[config.mk]
export PLATFORM = sky130hd
export DESIGN_NAME = top_n_score_table_ranker
export DESIGN_NICKNAME = d
export VERILOG_FILES = /design/src/hw/rtl/tnr_pkg.sv /design/src/hw/rtl/tnr_ram.sv /design/src/hw/rtl/tnr_datapath.sv /design/src/hw/rtl/tnr_ctrl.sv /design/src/hw/rtl/top_n_score_table_ranker.sv
export SDC_FILE = /design/constraint.sdc
export NUM_CORES = 1
export LEC_CHECK = 0
export BUFFER_PORTS_ARGS = -buffer_cell sky130_fd_sc_hd__clkbuf_2
export CAP_MARGIN = 20
export CORE_MARGIN = 1.5
export CORE_UTILIZATION = 40
export CTS_CLUSTER_DIAMETER = 50
export DETAILED_ROUTE_END_ITERATION = 8
export SLEW_MARGIN = 15
export SYNTH_ARGS = -nofsm -noshare
export SYNTH_HDL_FRONTEND = slang
export SYNTH_SLANG_ARGS = --single-unit
[constraint.sdc]
create_clock -name clk -period 12.5 [get_ports clk]
set_clock_uncertainty 0.05 [all_clocks]
set_input_delay 2.5 -clock clk [delete_from_list [all_inputs] [get_ports clk]]
set_output_delay 2.5 -clock clk [all_outputs]
set_load 0.02 [all_outputs]
[src/hw/rtl/tnr_pkg.sv]
`timescale 1ns / 1ps
// ----------------------------------------------------------------------------
// tnr_pkg
// Shared types and constants for the top-N score table ranker: the table
// entry, controller states, read and write selects, and the command and
// status groups between controller and datapath.
// ----------------------------------------------------------------------------
package tnr_pkg;

    localparam int SCORE_W = 24;
    localparam int TAG_W   = 32;
    localparam int LIDX_W  = 3;
    localparam int POS_W   = 3;
    localparam int RANK_W  = 3;

    localparam logic KIND_LOAD   = 1'b0;
    localparam logic KIND_SUBMIT = 1'b1;

    typedef struct packed {
        logic [SCORE_W-1:0] score;
        logic [TAG_W-1:0]   tag;
    } entry_t;

    typedef enum logic [3:0] {
        ST_IDLE,
        ST_CHECK,
        ST_HOLD_RD,
        ST_HOLD_LD,
        ST_SCAN_RD,
        ST_SCAN_CMP,
        ST_HOLD_WR,
        ST_PICK_RD,
        ST_PICK_LD,
        ST_CMP_RD,
        ST_CMP_CNT,
        ST_EMIT
    } state_t;

    typedef enum logic [2:0] {
        RD_LAST,
        RD_A,
        RD_B,
        RD_P,
        RD_Q
    } rd_src_t;

    typedef enum logic [2:0] {
        WR_NONE,
        WR_LOAD,
        WR_SUB,
        WR_SWAP,
        WR_HOLD
    } wr_src_t;

    typedef struct packed {
        logic    rd_en;
        rd_src_t rd_src;
        wr_src_t wr_src;
        logic    sub_capture;
        logic    check_latch;
        logic    sort_start;
        logic    hold_load;
        logic    scan_step;
        logic    a_step;
        logic    rank_start;
        logic    pick_load;
        logic    cnt_step;
        logic    emit;
    } cmd_t;

    typedef struct packed {
        logic entered;
        logic a_last;
        logic b_last;
        logic p_zero;
        logic p_last;
        logic q_last;
        logic out_free;
    } status_t;

endpackage

[src/hw/rtl/tnr_ram.sv]
`timescale 1ns / 1ps
// ----------------------------------------------------------------------------
// tnr_ram
// Generic single-write, single-read memory with a registered read port.
// ----------------------------------------------------------------------------
module tnr_ram #(
    parameter int WIDTH = 56,
    parameter int DEPTH = 5
) (
    input  logic                     clk,
    input  logic                     we,
    input  logic [$clog2(DEPTH)-1:0] waddr,
    input  logic [WIDTH-1:0]         wdata,
    input  logic                     re,
    input  logic [$clog2(DEPTH)-1:0] raddr,
    output logic [WIDTH-1:0]         rdata
);

    logic [WIDTH-1:0] mem_reg [DEPTH];
    logic [WIDTH-1:0] rdata_reg;

    always_ff @(posedge clk)
    begin
        if (we)
        begin
            mem_reg[waddr] <= wdata;
        end
        if (re)
        begin
            rdata_reg <= mem_reg[raddr];
        end
    end

    assign rdata = rdata_reg;

endmodule

[src/hw/rtl/tnr_datapath.sv]
`timescale 1ns / 1ps
// ----------------------------------------------------------------------------
// tnr_datapath
// Table memory with per-entry valid bits, holder and candidate registers,
// sort and rank index counters, rank counter and the output register.
// ----------------------------------------------------------------------------
module tnr_datapath #(
    parameter int ENTRIES = 5
) (
    input  logic                                clk,
    input  logic                                rst_n,
    input  tnr_pkg::cmd_t                       cmd,
    output tnr_pkg::status_t                    status,
    input  logic [tnr_pkg::LIDX_W-1:0]          load_index,
    input  logic [tnr_pkg::SCORE_W-1:0]         score,
    input  logic [tnr_pkg::TAG_W-1:0]           player_tag,
    output logic                                out_valid,
    input  logic                                out_stall,
    output logic [tnr_pkg::POS_W-1:0]           position,
    output logic [tnr_pkg::RANK_W-1:0]          rank,
    output logic [tnr_pkg::TAG_W-1:0]           entry_tag,
    output logic [tnr_pkg::SCORE_W-1:0]         entry_score,
    output logic                                entered,
    output logic                                last
);

    localparam int IDX_W = $clog2(ENTRIES);
    localparam logic [IDX_W-1:0] LAST_IDX = IDX_W'(ENTRIES - 1);
    localparam logic [IDX_W-1:0] PRE_LAST_IDX = IDX_W'(ENTRIES - 2);
    localparam int EW = $bits(tnr_pkg::entry_t);

    logic [ENTRIES-1:0]             valid_reg;
    logic [ENTRIES-1:0]             valid_next;
    logic                           rdv_reg;
    logic                           out_valid_reg;
    logic                           out_valid_next;

    logic [IDX_W-1:0]               a_reg;
    logic [IDX_W-1:0]               b_reg;
    logic [IDX_W-1:0]               p_reg;
    logic [IDX_W-1:0]               q_reg;
    logic [tnr_pkg::RANK_W-1:0]     cnt_reg;
    tnr_pkg::entry_t                sub_reg;
    tnr_pkg::entry_t                hold_reg;
    tnr_pkg::entry_t                cur_reg;
    logic                           entered_reg;

    logic [tnr_pkg::POS_W-1:0]      pos_reg;
    logic [tnr_pkg::RANK_W-1:0]     rank_reg;
    tnr_pkg::entry_t                oent_reg;
    logic                           oentered_reg;
    logic                           olast_reg;

    logic [EW-1:0]                  ram_q;
    tnr_pkg::entry_t                rd_ent;
    logic [IDX_W-1:0]               raddr;
    logic [IDX_W-1:0]               waddr;
    tnr_pkg::entry_t                wdata;
    logic                           we;
    logic                           load_ok;
    logic                           le_now;
    logic                           gt_now;

    assign rd_ent  = rdv_reg ? tnr_pkg::entry_t'(ram_q) : '0;
    assign load_ok = 6'(load_index) < 6'(ENTRIES);
    assign le_now  = hold_reg.score <= rd_ent.score;
    assign gt_now  = rd_ent.score > cur_reg.score;

    always_comb
    begin
        unique case (cmd.rd_src)
            tnr_pkg::RD_LAST: raddr = LAST_IDX;
            tnr_pkg::RD_A:    raddr = a_reg;
            tnr_pkg::RD_B:    raddr = b_reg;
            tnr_pkg::RD_P:    raddr = p_reg;
            tnr_pkg::RD_Q:    raddr = q_reg;
            default:          raddr = LAST_IDX;
        endcase
    end

    always_comb
    begin
        we    = 1'b0;
        waddr = LAST_IDX;
        wdata = hold_reg;
        unique case (cmd.wr_src)
            tnr_pkg::WR_LOAD:
            begin
                we    = load_ok;
                waddr = IDX_W'(load_index);
                wdata = '{score: score, tag: player_tag};
            end
            tnr_pkg::WR_SUB:
            begin
                we    = 1'b1;
                waddr = LAST_IDX;
                wdata = sub_reg;
            end
            tnr_pkg::WR_SWAP:
            begin
                we    = le_now;
                waddr = b_reg;
                wdata = hold_reg;
            end
            tnr_pkg::WR_HOLD:
            begin
                we    = 1'b1;
                waddr = a_reg;
                wdata = hold_reg;
            end
            default:
            begin
                we = 1'b0;
            end
        endcase
    end

    tnr_ram #(
        .WIDTH (EW),
        .DEPTH (ENTRIES)
    ) u_table (
        .clk   (clk),
        .we    (we),
        .waddr (waddr),
        .wdata (wdata),
        .re    (cmd.rd_en),
        .raddr (raddr),
        .rdata (ram_q)
    );

    always_comb
    begin
        valid_next = valid_reg;
        if (we)
        begin
            valid_next[waddr] = 1'b1;
        end
        out_valid_next = out_valid_reg && out_stall;
        if (cmd.emit)
        begin
            out_valid_next = 1'b1;
        end
    end

    always_ff @(posedge clk or negedge rst_n)
    begin
        if (!rst_n)
        begin
            valid_reg     <= '0;
            rdv_reg       <= 1'b0;
            out_valid_reg <= 1'b0;
        end
        else
        begin
            valid_reg     <= valid_next;
            out_valid_reg <= out_valid_next;
            if (cmd.rd_en)
            begin
                rdv_reg <= valid_reg[raddr];
            end
        end
    end

    always_ff @(posedge clk)
    begin
        if (cmd.sub_capture)
        begin
            sub_reg <= '{score: score, tag: player_tag};
        end
        if (cmd.check_latch)
        begin
            entered_reg <= status.entered;
        end
        if (cmd.sort_start)
        begin
            a_reg <= '0;
        end
        else if (cmd.a_step)
        begin
            a_reg <= a_reg + IDX_W'(1);
        end
        if (cmd.hold_load)
        begin
            hold_reg <= rd_ent;
            b_reg    <= a_reg + IDX_W'(1);
        end
        else if (cmd.scan_step)
        begin
            if (le_now)
            begin
                hold_reg <= rd_ent;
            end
            b_reg <= b_reg + IDX_W'(1);
        end
        if (cmd.rank_start)
        begin
            p_reg <= '0;
        end
        else if (cmd.emit)
        begin
            p_reg <= p_reg + IDX_W'(1);
        end
        if (cmd.pick_load)
        begin
            cur_reg <= rd_ent;
            cnt_reg <= '0;
            q_reg   <= '0;
        end
        else if (cmd.cnt_step)
        begin
            if (gt_now)
            begin
                cnt_reg <= cnt_reg + tnr_pkg::RANK_W'(1);
            end
            q_reg <= q_reg + IDX_W'(1);
        end
        if (cmd.emit)
        begin
            pos_reg      <= tnr_pkg::POS_W'(p_reg);
            rank_reg     <= cnt_reg + tnr_pkg::RANK_W'(1);
            oent_reg     <= cur_reg;
            oentered_reg <= entered_reg;
            olast_reg    <= (p_reg == LAST_IDX);
        end
    end

    assign status.entered  = sub_reg.score > rd_ent.score;
    assign status.a_last   = (a_reg == PRE_LAST_IDX);
    assign status.b_last   = (b_reg == LAST_IDX);
    assign status.p_zero   = (p_reg == '0);
    assign status.p_last   = (p_reg == LAST_IDX);
    assign status.q_last   = (q_reg == (p_reg - IDX_W'(1)));
    assign status.out_free = !out_valid_reg || !out_stall;

    assign out_valid   = out_valid_reg;
    assign position    = pos_reg;
    assign rank        = rank_reg;
    assign entry_tag   = oent_reg.tag;
    assign entry_score = oent_reg.score;
    assign entered     = oentered_reg;
    assign last        = olast_reg;

endmodule

[src/hw/rtl/tnr_ctrl.sv]
`timescale 1ns / 1ps
// ----------------------------------------------------------------------------
// tnr_ctrl
// Sequencer for load, entry check, exchange sort, rank count and emission
// of the table, one memory access per step.
// ----------------------------------------------------------------------------
module tnr_ctrl (
    input  logic               clk,
    input  logic               rst_n,
    input  logic               in_valid,
    output logic               in_stall,
    input  logic               kind,
    input  tnr_pkg::status_t   status,
    output tnr_pkg::cmd_t      cmd
);

    tnr_pkg::state_t state_reg;
    tnr_pkg::state_t state_next;

    always_ff @(posedge clk or negedge rst_n)
    begin
        if (!rst_n)
        begin
            state_reg <= tnr_pkg::ST_IDLE;
        end
        else
        begin
            state_reg <= state_next;
        end
    end

    always_comb
    begin
        state_next = state_reg;
        unique case (state_reg)
            tnr_pkg::ST_IDLE:
            begin
                if (in_valid && (kind == tnr_pkg::KIND_SUBMIT))
                begin
                    state_next = tnr_pkg::ST_CHECK;
                end
            end
            tnr_pkg::ST_CHECK:
            begin
                state_next = status.entered ? tnr_pkg::ST_HOLD_RD : tnr_pkg::ST_PICK_RD;
            end
            tnr_pkg::ST_HOLD_RD:  state_next = tnr_pkg::ST_HOLD_LD;
            tnr_pkg::ST_HOLD_LD:  state_next = tnr_pkg::ST_SCAN_RD;
            tnr_pkg::ST_SCAN_RD:  state_next = tnr_pkg::ST_SCAN_CMP;
            tnr_pkg::ST_SCAN_CMP:
            begin
                state_next = status.b_last ? tnr_pkg::ST_HOLD_WR : tnr_pkg::ST_SCAN_RD;
            end
            tnr_pkg::ST_HOLD_WR:
            begin
                state_next = status.a_last ? tnr_pkg::ST_PICK_RD : tnr_pkg::ST_HOLD_RD;
            end
            tnr_pkg::ST_PICK_RD:  state_next = tnr_pkg::ST_PICK_LD;
            tnr_pkg::ST_PICK_LD:
            begin
                state_next = status.p_zero ? tnr_pkg::ST_EMIT : tnr_pkg::ST_CMP_RD;
            end
            tnr_pkg::ST_CMP_RD:   state_next = tnr_pkg::ST_CMP_CNT;
            tnr_pkg::ST_CMP_CNT:
            begin
                state_next = status.q_last ? tnr_pkg::ST_EMIT : tnr_pkg::ST_CMP_RD;
            end
            tnr_pkg::ST_EMIT:
            begin
                if (status.out_free)
                begin
                    state_next = status.p_last ? tnr_pkg::ST_IDLE : tnr_pkg::ST_PICK_RD;
                end
            end
            default:              state_next = tnr_pkg::ST_IDLE;
        endcase
    end

    always_comb
    begin
        cmd      = '0;
        in_stall = 1'b1;
        unique case (state_reg)
            tnr_pkg::ST_IDLE:
            begin
                in_stall = 1'b0;
                if (in_valid && (kind == tnr_pkg::KIND_SUBMIT))
                begin
                    cmd.rd_en       = 1'b1;
                    cmd.rd_src      = tnr_pkg::RD_LAST;
                    cmd.sub_capture = 1'b1;
                end
                else if (in_valid)
                begin
                    cmd.wr_src = tnr_pkg::WR_LOAD;
                end
            end
            tnr_pkg::ST_CHECK:
            begin
                cmd.check_latch = 1'b1;
                if (status.entered)
                begin
                    cmd.wr_src     = tnr_pkg::WR_SUB;
                    cmd.sort_start = 1'b1;
                end
                else
                begin
                    cmd.rank_start = 1'b1;
                end
            end
            tnr_pkg::ST_HOLD_RD:
            begin
                cmd.rd_en  = 1'b1;
                cmd.rd_src = tnr_pkg::RD_A;
            end
            tnr_pkg::ST_HOLD_LD:
            begin
                cmd.hold_load = 1'b1;
            end
            tnr_pkg::ST_SCAN_RD:
            begin
                cmd.rd_en  = 1'b1;
                cmd.rd_src = tnr_pkg::RD_B;
            end
            tnr_pkg::ST_SCAN_CMP:
            begin
                cmd.wr_src    = tnr_pkg::WR_SWAP;
                cmd.scan_step = 1'b1;
            end
            tnr_pkg::ST_HOLD_WR:
            begin
                cmd.wr_src = tnr_pkg::WR_HOLD;
                if (status.a_last)
                begin
                    cmd.rank_start = 1'b1;
                end
                else
                begin
                    cmd.a_step = 1'b1;
                end
            end
            tnr_pkg::ST_PICK_RD:
            begin
                cmd.rd_en  = 1'b1;
                cmd.rd_src = tnr_pkg::RD_P;
            end
            tnr_pkg::ST_PICK_LD:
            begin
                cmd.pick_load = 1'b1;
            end
            tnr_pkg::ST_CMP_RD:
            begin
                cmd.rd_en  = 1'b1;
                cmd.rd_src = tnr_pkg::RD_Q;
            end
            tnr_pkg::ST_CMP_CNT:
            begin
                cmd.cnt_step = 1'b1;
            end
            tnr_pkg::ST_EMIT:
            begin
                cmd.emit = status.out_free;
            end
            default:
            begin
                in_stall = 1'b1;
            end
        endcase
    end

endmodule

[src/hw/rtl/top_n_score_table_ranker.sv]
`timescale 1ns / 1ps
// ----------------------------------------------------------------------------
// top_n_score_table_ranker
// Keeps a table of ENTRIES score/tag pairs. A load item writes one entry;
// a submit item may replace the last entry and, if it does, re-sorts the
// table; either way it emits every entry with its competition rank.
//
// Input channel: in_valid/in_stall with kind, load_index, score, player_tag.
// Output channel: out_valid/out_stall with position, rank, entry_tag,
// entry_score, entered and last; last marks the final entry of a table.
// A load gives no result; loads beyond the table are dropped. A submit
// reads the last entry, and if it enters runs the exchange sort over the
// table memory, one access per step. Ranking then reads each position p
// and counts the entries before it with a higher score; the entry's rank
// is that count plus one. One item is worked at a time; in_stall is high
// from the submit until the last entry is in the output register, and a
// stalled output holds the sequencer at the next entry. Reset clears the
// table to zero through per-entry valid bits and empties the output
// register.
// ----------------------------------------------------------------------------
module top_n_score_table_ranker #(
    parameter int ENTRIES = 5
) (
    input  logic                        clk,
    input  logic                        rst_n,
    input  logic                        in_valid,
    output logic                        in_stall,
    input  logic                        kind,
    input  logic [tnr_pkg::LIDX_W-1:0]  load_index,
    input  logic [tnr_pkg::SCORE_W-1:0] score,
    input  logic [tnr_pkg::TAG_W-1:0]   player_tag,
    output logic                        out_valid,
    input  logic                        out_stall,
    output logic [tnr_pkg::POS_W-1:0]   position,
    output logic [tnr_pkg::RANK_W-1:0]  rank,
    output logic [tnr_pkg::TAG_W-1:0]   entry_tag,
    output logic [tnr_pkg::SCORE_W-1:0] entry_score,
    output logic                        entered,
    output logic                        last
);

    tnr_pkg::cmd_t    cmd;
    tnr_pkg::status_t status;

    tnr_ctrl u_ctrl (
        .clk      (clk),
        .rst_n    (rst_n),
        .in_valid (in_valid),
        .in_stall (in_stall),
        .kind     (kind),
        .status   (status),
        .cmd      (cmd)
    );

    tnr_datapath #(
        .ENTRIES (ENTRIES)
    ) u_datapath (
        .clk         (clk),
        .rst_n       (rst_n),
        .cmd         (cmd),
        .status      (status),
        .load_index  (load_index),
        .score       (score),
        .player_tag  (player_tag),
        .out_valid   (out_valid),
        .out_stall   (out_stall),
        .position    (position),
        .rank        (rank),
        .entry_tag   (entry_tag),
        .entry_score (entry_score),
        .entered     (entered),
        .last        (last)
    );

endmodule
# Word level (Yosys, flattened, before mapping)

Memory sizes are Yosys's and may differ from the RTL's. A register that Yosys moved wholly into a read port is not among the register bits.
Index checks and enable logic that the tools add are counted.

Output and inout port bits: 66
Memories kept: 1
Input port bits: 64
Register bits: 259
Memory bits (writable): 280
Word-level logic and storage cells: 123

Reductions and logical operators: 14
Eq/ne operators: 25
Bitwise gates (word level): 1
$add $sub $neg: 6
$lt $le $gt $ge: 7
Multiplexer cells: 47

Memory list:

| name                       | words | bits a word | read ports | clocked after memory_dff | write ports | line          | source |
|---|---|---|---|---|---|---|---|
| u_datapath.u_table.mem_reg | 5     | 56          | 1          | 1                        | 1           | tnr_ram.sv:19 | `logic [WIDTH-1:0] mem_reg [DEPTH];` |

Operators with widths:

| operator            | number |
|---|---|
| $mux 56             | 4 |
| $pmux 56 s2         | 1 |
| $gt 24x24->1        | 2 |
| $pmux 4 s12         | 1 |
| $le 24x24->1        | 1 |
| $pmux 3 s4          | 2 |
| $mux 1              | 20 |
| $pmux 4 s5          | 1 |
| $eq 4x3->1 const B  | 4 |
| $eq 4x4->1 const B  | 4 |
| $add 3x1->3 const B | 5 |
| $eq 3x2->1 const B  | 5 |
| $mux 3              | 5 |
| $eq 3x3->1 const B  | 4 |
| $mux 4              | 3 |
| $mux 2              | 5 |
| $pmux 3 s3          | 1 |
| $eq 4x2->1 const B  | 2 |
| $lt 3x4->1 const B  | 2 |
| $eq 3x1->1 const B  | 2 |
| $reduce_and 2->1    | 3 |
| $or 5x5->5          | 1 |
| $eq 4x1->1 const B  | 1 |
| $logic_not 4->1     | 1 |
| 15 further kinds    | 20 |

# Depth between registers and ports, before layout

Gate-level depths: netlist (run 1).

Depth in word-level cells: 11
Depth in mapped cells: 13
Mapped depth without buffers: 10

# Modules after synthesis

A second synthesis (run 1) with hierarchy kept.

Cells, all modules: 1606
Area, all modules: 24917.6 sq um

By module, submodules not included:

| module       | instances | area each (sq um) | cells each |
|---|---|---|---|
| tnr_ram      | 1         | 12979.9           | 660 |
| tnr_datapath | 1         | 11437.2           | 881 |
| tnr_ctrl     | 1         | 500.5             | 65 |

# Worst setup path after synthesis (run 1)

OpenSTA, ideal clock, no wires.

Path type: input to register
Start: input in_valid
End: register u_datapath.u_table.rdata_reg[0] (netlist: u_datapath.u_table.rdata[0]), read port of u_datapath.u_table.mem_reg (enable)
Slack: 5700 ps
Path buffers: 0
Data required time: 12036 ps
Stages on the path: 3
Arrival: 6336 ps
Path through: nand2_1 nor2_1 a211o_1

RTL lines:

| item            | line                           | source |
|---|---|---|
| start, declared | top_n_score_table_ranker.sv:26 | `input logic in_valid,` |
| end, declared   | tnr_ram.sv:20                  | `logic [WIDTH-1:0] rdata_reg;` |

# Final worst setup path (run 1)

Start: register u_datapath.rdv_reg
End: memory u_datapath.u_table.mem_reg[2][51] (data pin)

Word-level cells in the longest chain between the ends: 6

Ends and longest elaborated chain:

| item                                            | line                | source |
|---|---|---|
| start, declared                                 | tnr_datapath.sv:34  | `logic rdv_reg;` |
| start signal, assigned                          | tnr_datapath.sv:159 | `rdv_reg <= valid_reg[raddr];` |
| $mux 56 *                                       | tnr_datapath.sv:64  | `assign rd_ent = rdv_reg ? tnr_pkg::entry_t'(ram_q) : '0;` |
| $gt 24x24->1 *                                  | tnr_datapath.sv:227 | `assign status.entered = sub_reg.score > rd_ent.score;` |
| $mux 2 *                                        | tnr_ctrl.sv:101     | `if (status.entered)` |
| $pmux 3 s4 *                                    | tnr_ctrl.sv:83      | `unique case (state_reg)` |
| $eq 3x2->1 / $eq 3x1->1 (equally long branches) | tnr_datapath.sv:86  | `unique case (cmd.wr_src)` |
| $pmux 56 s2 *                                   | tnr_datapath.sv:86  |  |
| via u_datapath.u_table.wdata[51]                | tnr_ram.sv:13       | `input logic [WIDTH-1:0] wdata,` |
| end, declared                                   | tnr_ram.sv:19       |  |

The timed path passes the listed nets; every way through them passes the cells marked *.

==> results of run 1 <==
## cell usage after synthesis, types with 11 or more instances
library cell    n
a21o_1         58
a21oi_1        20
a22o_1         56
and2_1         37
buf_2          31
buf_4          12
clkbuf_1       34
dfrtp_1        11
dfxtp_1        12
edfxtp_1      572
ha_1           81
inv_1          61
nand2_1       389
nand2b_1       11
nand3_1        65
nand4_1        16
nor2_1         35
o21ai_0       131
## logic make-up after synthesis
group	count (synthesis)
and+or+nand+nor	580
muxes	7
DFF	595
adders and majority gates	81
buffers and inverters	142
AOI/OAI and AO/OA	326
xor gates and xnor gates	12
## per-layer routing
| layer | vias to the layer above | wire (um) |
|---|---|---|
| met5 | - | 15 |
| met4 | 2 | 1477 |
| met3 | 87 | 2848 |
| met2 | 385 | 28140 |
| met1 | 7169 | 24210 |
| li1 | 6695 | - |
## per-stage QoR
stage | util [%] | instance area (um^2) | power (uW)
after detailed placement | 42.68 | 25670 | 5254
after global placement | 42.68 | 25670 | 5207
final | 46.30 | 27840 | 7135
after floorplan | - | 24230 | 4549
after CTS | 46.26 | 27820 | 7196
after global routing | 46.30 | 27840 | 7538
## worst max-delay path, delay by kind of cell, from the launching register on
| kind | cells | cell delay [ns] |
|---|---|---|
| compound gates | 3 | 0.71 |
| fa+ha+maj | 1 | 0.36 |
| buf+inv | 4 | 1.75 |
| flops | 1 | 0.91 |
| simple gates | 4 | 1.15 |
## cell usage in the layout, fill, tap and decap left out, types with 19 or more instances in the layout
master,n
o21ai_0,131
edfxtp_1,572
and2_1,37
buf_4,19
clkbuf_16,71
a21oi_1,20
nand2_1,388
inv_1,61
a21o_1,58
a22o_1,55
clkbuf_2,129
nand3_1,65
ha_1,81
nor2_1,29
## power by group through the flow
stage          Sequential, uW  Clock, uW  Combinational [uW]
2_1_floorplan            3140          0                1410
3_3_place_gp             3200          0                2000
3_5_place_dp             3200          0                2050
4_1_cts                  3170       1960                2070
5_1_grt                  3200       2030                2300
6_report                 3170       1920                2050
## final timing paths
kind	endpoint	slack, ns	cells after the start
worst max-delay path	u_datapath.u_table.mem_reg[2][51]	7.21	12
worst min-delay path	u_datapath.entry_tag[31]	0.36	0
worst max register to register	u_datapath.u_table.mem_reg[2][51]	7.21	12
worst min register to register	u_datapath.entry_tag[31]	0.36	0
max in group asynchronous	u_ctrl.state_reg[2]	10.39	1
min in group asynchronous	u_ctrl.state_reg[3]	1.75	1
## cell type report
class                      instances  area [um^2]
multi-input combinational       1006         5979
clock buffer                      83         1822
fill                            5230        32290
timing repair buffer             149        815.8
sequential                       595        17690
clock inverter                    34        327.8
inverter                          61        229.0
tap                              782        978.4
==> metrics.md, run 1 <==
| Metric | Value |
|---|---|
| Fmax | 189.1 MHz |
| Crit path largest cell delay | 0.91 ns |
| Worst-Margin Slew | 1.068 ns |
| P&R area growth vs syn | 14.94% |
| Fin cells | 2,710 |
| Flop pwr share | 44.4% |
| Minimum clock period | 5.287 ns |
| Num CTS Buffers | 66 |
| FF-to-FF Start | u_datapath.rdv_reg |
| CTS H-Tree Depth | 3 |
| Vias in the first global route | 14,270 |
| First-pass GRT wire length | 86,010 um |
| Main combinational cell family by area after synthesis | simple AND/OR/NAND/NOR gates |
| DRC Markers | 0 |
| Hold_buf cts | 0 |
| Largest area contributor in the netlist | edfxtp_1 |
| Gr ovfl total | 0 |
| Pre-CTS setup slack | 6.929 ns |
| RSZ-0062 raised after global routing | no |
| Drt initial violations | 1,205 |
| Top cells by area, synth | edfxtp_1, nand2_1, ha_1 |
| Clock slew at reported path FFs | 0.06 ns |
| Worst path required time | 12.77 ns |
| Crit path top cell by count | buf_4 |
| Row count | 90 |
| Post-synthesis sequential area ratio | 73.03% |
| HPWL reported at the end of detailed placement | 32,390 um |
| CTS Root Cell | clkbuf_16 |
| Post-Route WL | 56,700 um |
| Final hold violation count | 0 |
| Leak | 0.01063 uW |
| Synth Register Bits | 595 |
| Total GRT Usage | 18.24% |
| Met3 Track Usage GR | 2.884% |
| Via-to-Cell Ratio | 5.291 |
| Die Footprint | 62,050 um^2 |
| M2 GR Usage | 31.34% |
| CTS Sinks | 595 |
| Unique masters post-synth | 64 |
| Max_cap viols | 0 |
| Critical Path Start Type | flop |
| Drt wl/cell | 20.92 um |
| Max FFs per register | 280 |
| Setup crit start | u_datapath.rdv_reg |
| Placed cells | 2,592 |
| Xor/xnor share of the synthesized area | 0.4338% |
| Initial antenna violation count | 2 |
| Clock power frac | 26.9% |
| GP Congestion | 0.8711 |
| Antenna-violating nets left | 0 |
| Vias | 14,340 |
| Comb power frac | 28.7% |
| Mux cell area share after synthesis | 0.2944% |
| Initial Utilization | 40.29% |
| Synth Area in Compound Gates | 8.997% |
| Slowest stage cell, crit path | dfrtp_1 |
| Hold Path Origin | u_datapath.cur_reg[31] |
| Post-CTS Resized | 0 |
| Syn_area_per_cell | 13.90 um^2 |
| Final Max Slew Viols | 0 |
| ANT cells | 0 |
| Internal power | 4739 uW |
| Drt first pass iters | 6 |
| Synth Area in Simple Gates | 10.42% |
| Final setup margin | 7.213 ns |
| Worst ir drop on vdd | 0.1548 mV |
| Status | complete, no violations |
| Mapped Area | 24,230 um^2 |
| Tcrit/Tclk final | 42.30% |
| CP Max Fanout | 61 |
| Crit Path Class | flop to flop |
| Main synth FF type | edfxtp_1 |
| Longest Clk Path Bufs | 3 |
| Max-slew headroom | 28.78% |
| PwrDens | 256.2 nW/um^2 |
| Final #Nets | 2,024 |
| Number of setup buffers added after CTS | 0 |
| Mapped Cells | 1,743 |
| Adder-cell area share of the yosys netlist | 4.183% |
| Arr. time, crit path | 5.55 ns |
| CTS tree | done |
| Die W | 249.1 um |
| Final setup vio count | 0 |
| Setup TNS | 0 ns |
| Port Buffers | 129 |
| Layout cells sized above 1 | 13.85% |
| Critical path, cell by cell | buf_4 > nand2_1 > ha_1 > nand4_1 > nor4_2 > inv_1 > a31oi_1 > o211a_2 > buf_4 > nor2_4 > buf_4 > a21o_1 |
| Hold Crit Class | flop to flop |
| Die Span Y | 249.1 um |
| Met1 Usage GRT | 23.42% |
| Worst setup EP type | flop |
| Net Switching | 2396 uW |
| Ys async rst share | 1.849% |
| Top cell type's share of synthesized area | 70.90% |
| Post-Syn Nets | 1,888 |
| Switching share of power | 33.58% |
| Worst skew pair latency | 0.59 ns |
| Number of synthesized flops with an enable pin | 572 |
| Core Region | 60,130 um^2 |
| Synth warnings | 0 |
| Pin count of the biggest net entering global routing | 99 |
| WHS | 0.3612 ns |
| IO Count | 130 |
| Busiest grt layer | met2 |
(Power assumes the default switching activity.)
==> run 2, diff against run 1 <==
--- a/config.mk
+++ b/config.mk
@@ -5,6 +5,7 @@
 export SDC_FILE = /design/constraint.sdc
 export NUM_CORES = 1
 export LEC_CHECK = 0
+export ABC_AREA = 1
 export BUFFER_PORTS_ARGS = -buffer_cell sky130_fd_sc_hd__clkbuf_2
 export CAP_MARGIN = 20
 export CORE_MARGIN = 1.5
==> constraint.sdc (replaced) <==
create_clock -name clk -period 4.7 [get_ports clk]
set_clock_uncertainty 0.05 [all_clocks]
set_input_delay 0.94 -clock clk [delete_from_list [all_inputs] [get_ports clk]]
set_output_delay 0.94 -clock clk [all_outputs]
set_load 0.02 [all_outputs]
==> metrics.md, run 2 <==
| Metric | Value |
|---|---|
| Status | complete, no violations |
| Power Total | 19,340 uW |
| Fmax | 259.0 MHz |
| Row count | 90 |
| Internal power | 12,570 uW |
| Layout cells sized above 1 | 12.92% |
| CTS Sinks | 595 |
| Core Region | 60,700 um^2 |
| Critical Path Start Type | flop |
| Final #Nets | 2,365 |
| RSZ-0062 raised after global routing | no |
| Gr ovfl total | 0 |
| Slowest stage cell, crit path | dfrtp_2 |
| Commonest cells post-synth | nand2_1, edfxtp_1, inv_1 |
| Max FFs per register | 280 |
| Fin util | 46.86% |
| Worst-Margin Slew | 1.019 ns |
| Worst setup EP type | flop |
| Post-Syn Nets | 2,208 |
| Crit Path Class | flop to flop |
| Post-Route WL | 56,240 um |
| CTS H-Tree Depth | 3 |
| Crit path top cell by count | nand2_1 |
| Mapped Area | 24,680 um^2 |
| Critical path, cell by cell | nand2_1 > ha_1 > nand2_1 > nor2_1 > nand4_1 > nor2_1 > nand2_1 > nand3_1 > nand3_2 > nand4_1 > nand2_1 > inv_2 > buf_4 |
| Most frequent cells in the layout | nand2_1, edfxtp_1, inv_1, nor2_1, clkbuf_2 |
| Most common cell after layout, fill and taps aside | nand2_1 |
| Number of setup buffers added after CTS | 0 |
| Minimum clock period | 3.861 ns |
| Die W | 251.4 um |
| Net Switching | 6777 uW |
| Drt first pass iters | 5 |
| Final setup margin | 0.8394 ns |
| Clock slew at reported path FFs | 0.06 ns |
| Arr. time, crit path | 4.10 ns |
| Hold Crit Class | input port to async pin |
| DRC Markers | 0 |
| Final hold violation count | 0 |
| Mapped Cells | 2,063 |
| Num CTS Buffers | 69 |
| CTS tree | done |
| Vias in the first global route | 15,160 |
| Fin cells | 3,051 |
| Final setup vio count | 0 |
| Hold_buf cts | 0 |
| PwrDens | 680.1 nW/um^2 |
| Unique masters post-synth | 37 |
| Drt wl/cell | 18.43 um |
| Top cells by area, synth | edfxtp_1, nand2_1, ha_1 |
| Vias | 15,210 |
| Fillers | 5,354 |
| Clock power frac | 27.4% |
| Most common cell in the netlist | nand2_1 |
| Worst path required time | 4.94 ns |
| Die Footprint | 63,190 um^2 |
| Number of synthesized flops with an enable pin | 572 |
| Port Buffers | 129 |
| Ys async rst share | 1.849% |
| Setup TNS | 0 ns |
| Worst ir drop on vdd | 0.4021 mV |
| Crit path largest cell delay | 0.74 ns |
| P&R area growth vs syn | 15.26% |
| Post-CTS Resized | 0 |
| Placed cells | 2,930 |
| Longest Clk Path Bufs | 3 |
| Flop pwr share | 42.9% |
| Max_cap viols | 0 |
| Switching share of power | 35.03% |
| GP Congestion | 0.8659 |
| Syn_area_per_cell | 11.96 um^2 |
| Main synth FF type | edfxtp_1 |
| Total GRT Usage | 17.94% |
| Die Span Y | 251.4 um |
| Largest area contributor in the netlist | edfxtp_1 |
| First-pass GRT wire length | 86,740 um |
| Final Max Slew Viols | 0 |
| Tcrit/Tclk final | 82.14% |
| Synth warnings | 0 |
| Worst skew pair latency | 0.62 ns |
| Initial antenna violation count | 3 |
| Antenna-violating nets left | 0 |
| Via-to-Cell Ratio | 4.985 |
| Synth Register Bits | 595 |
| IO Count | 130 |
| CTS Root Cell | clkbuf_16 |
| Initial Utilization | 40.66% |
| Drt initial violations | 1,063 |
| Leak | 0.01158 uW |
| Post-synthesis sequential area ratio | 71.69% |
| Top cell type's share of synthesized area | 69.60% |
| Pin count of the biggest net entering global routing | 76 |
| Pre-CTS setup slack | 0.8251 ns |
| Comb power frac | 29.7% |
| Max-slew headroom | 32.08% |
| CP Max Fanout | 26 |
| HPWL reported at the end of detailed placement | 34,960 um |
## run 2: cell count changes after synthesis, sizes merged, moves of 37 or more
cell / delta
nand2: +199
and2: -37
inv: +161
o21ai: +47
nor2: +128
a22o: -56
a21o: -53
## run 2: path summary, 6_finish.rpt
kind                       slack [ns]                   start                                 to  cells after the start
max                              0.84      u_datapath.rdv_reg  u_datapath.u_table.mem_reg[2][19]                     13
min                              0.17                   rst_n               u_datapath.out_valid                      1
max reg2reg                      0.84      u_datapath.rdv_reg  u_datapath.u_table.mem_reg[2][19]                     13
min reg2reg                      0.37  u_datapath.cur_reg[30]           u_datapath.entry_tag[30]                      0
max in group asynchronous        4.13                   rst_n                 u_datapath.rdv_reg                      1
min in group clk                 0.37  u_datapath.cur_reg[30]           u_datapath.entry_tag[30]                      0
## run 2: kinds of logic after synthesis
logic type / synth area share [%]
AND/OR/NAND/NOR: 13.50
flip-flops: 71.69
buffers and inverters: 5.258
AO/OA/AOI/OAI: 5.162
adder cells (fa/ha/maj): 4.107
XOR/XNOR: 0.2839
## run 2: critical path, delay by kind of cell (launching register included)
family / cells / cell delay, ns
adders and majority gates: 1 / 0.37
buffers and inverters: 2 / 0.92
DFF: 1 / 0.74
and+or+nand+nor: 10 / 1.44
## run 2: through the flow
step	instance area, um^2	hold slack, ns
6_report	28440	0.1685
5_1_grt	28440	0.1652
4_1_cts	28420	0.1444
3_5_place_dp	26150	0.3555
3_3_place_gp	26130	0.3525
2_1_floorplan	24680	0.3503
## run 2: layout make-up
cell class                 count  area [um^2]  share of cell area [%]
sequential                   595        17690                   62.21
clock inverter                37        437.9                   1.540
multi-input combinational   1174         5731                   20.15
inverter                     222        833.3                   2.930
tap                          782        978.4                   3.440
antenna                        1        2.502                0.008798
timing repair buffer         158        938.4                   3.299
clock buffer                  82         1828                   6.427
## run 2: routing by layer
metal	vias to the layer above	part of all wire, %	track usage (%)
li1	7315	-	-
met1	7414	45	23.98
met2	384	47	29.49
met3	94	5.2	3.324
met4	2	2.1	6.093
met5	-	0.014	0
## run 2: power groups by stage
stage	logic, uW	clock network (uW)	registers (uW)
6_report	5740	5310	8300
5_1_grt	6490	5630	8390
4_1_cts	5800	5430	8310
3_5_place_dp	5750	0	8400
3_3_place_gp	5580	0	8380
2_1_floorplan	3860	0	8320
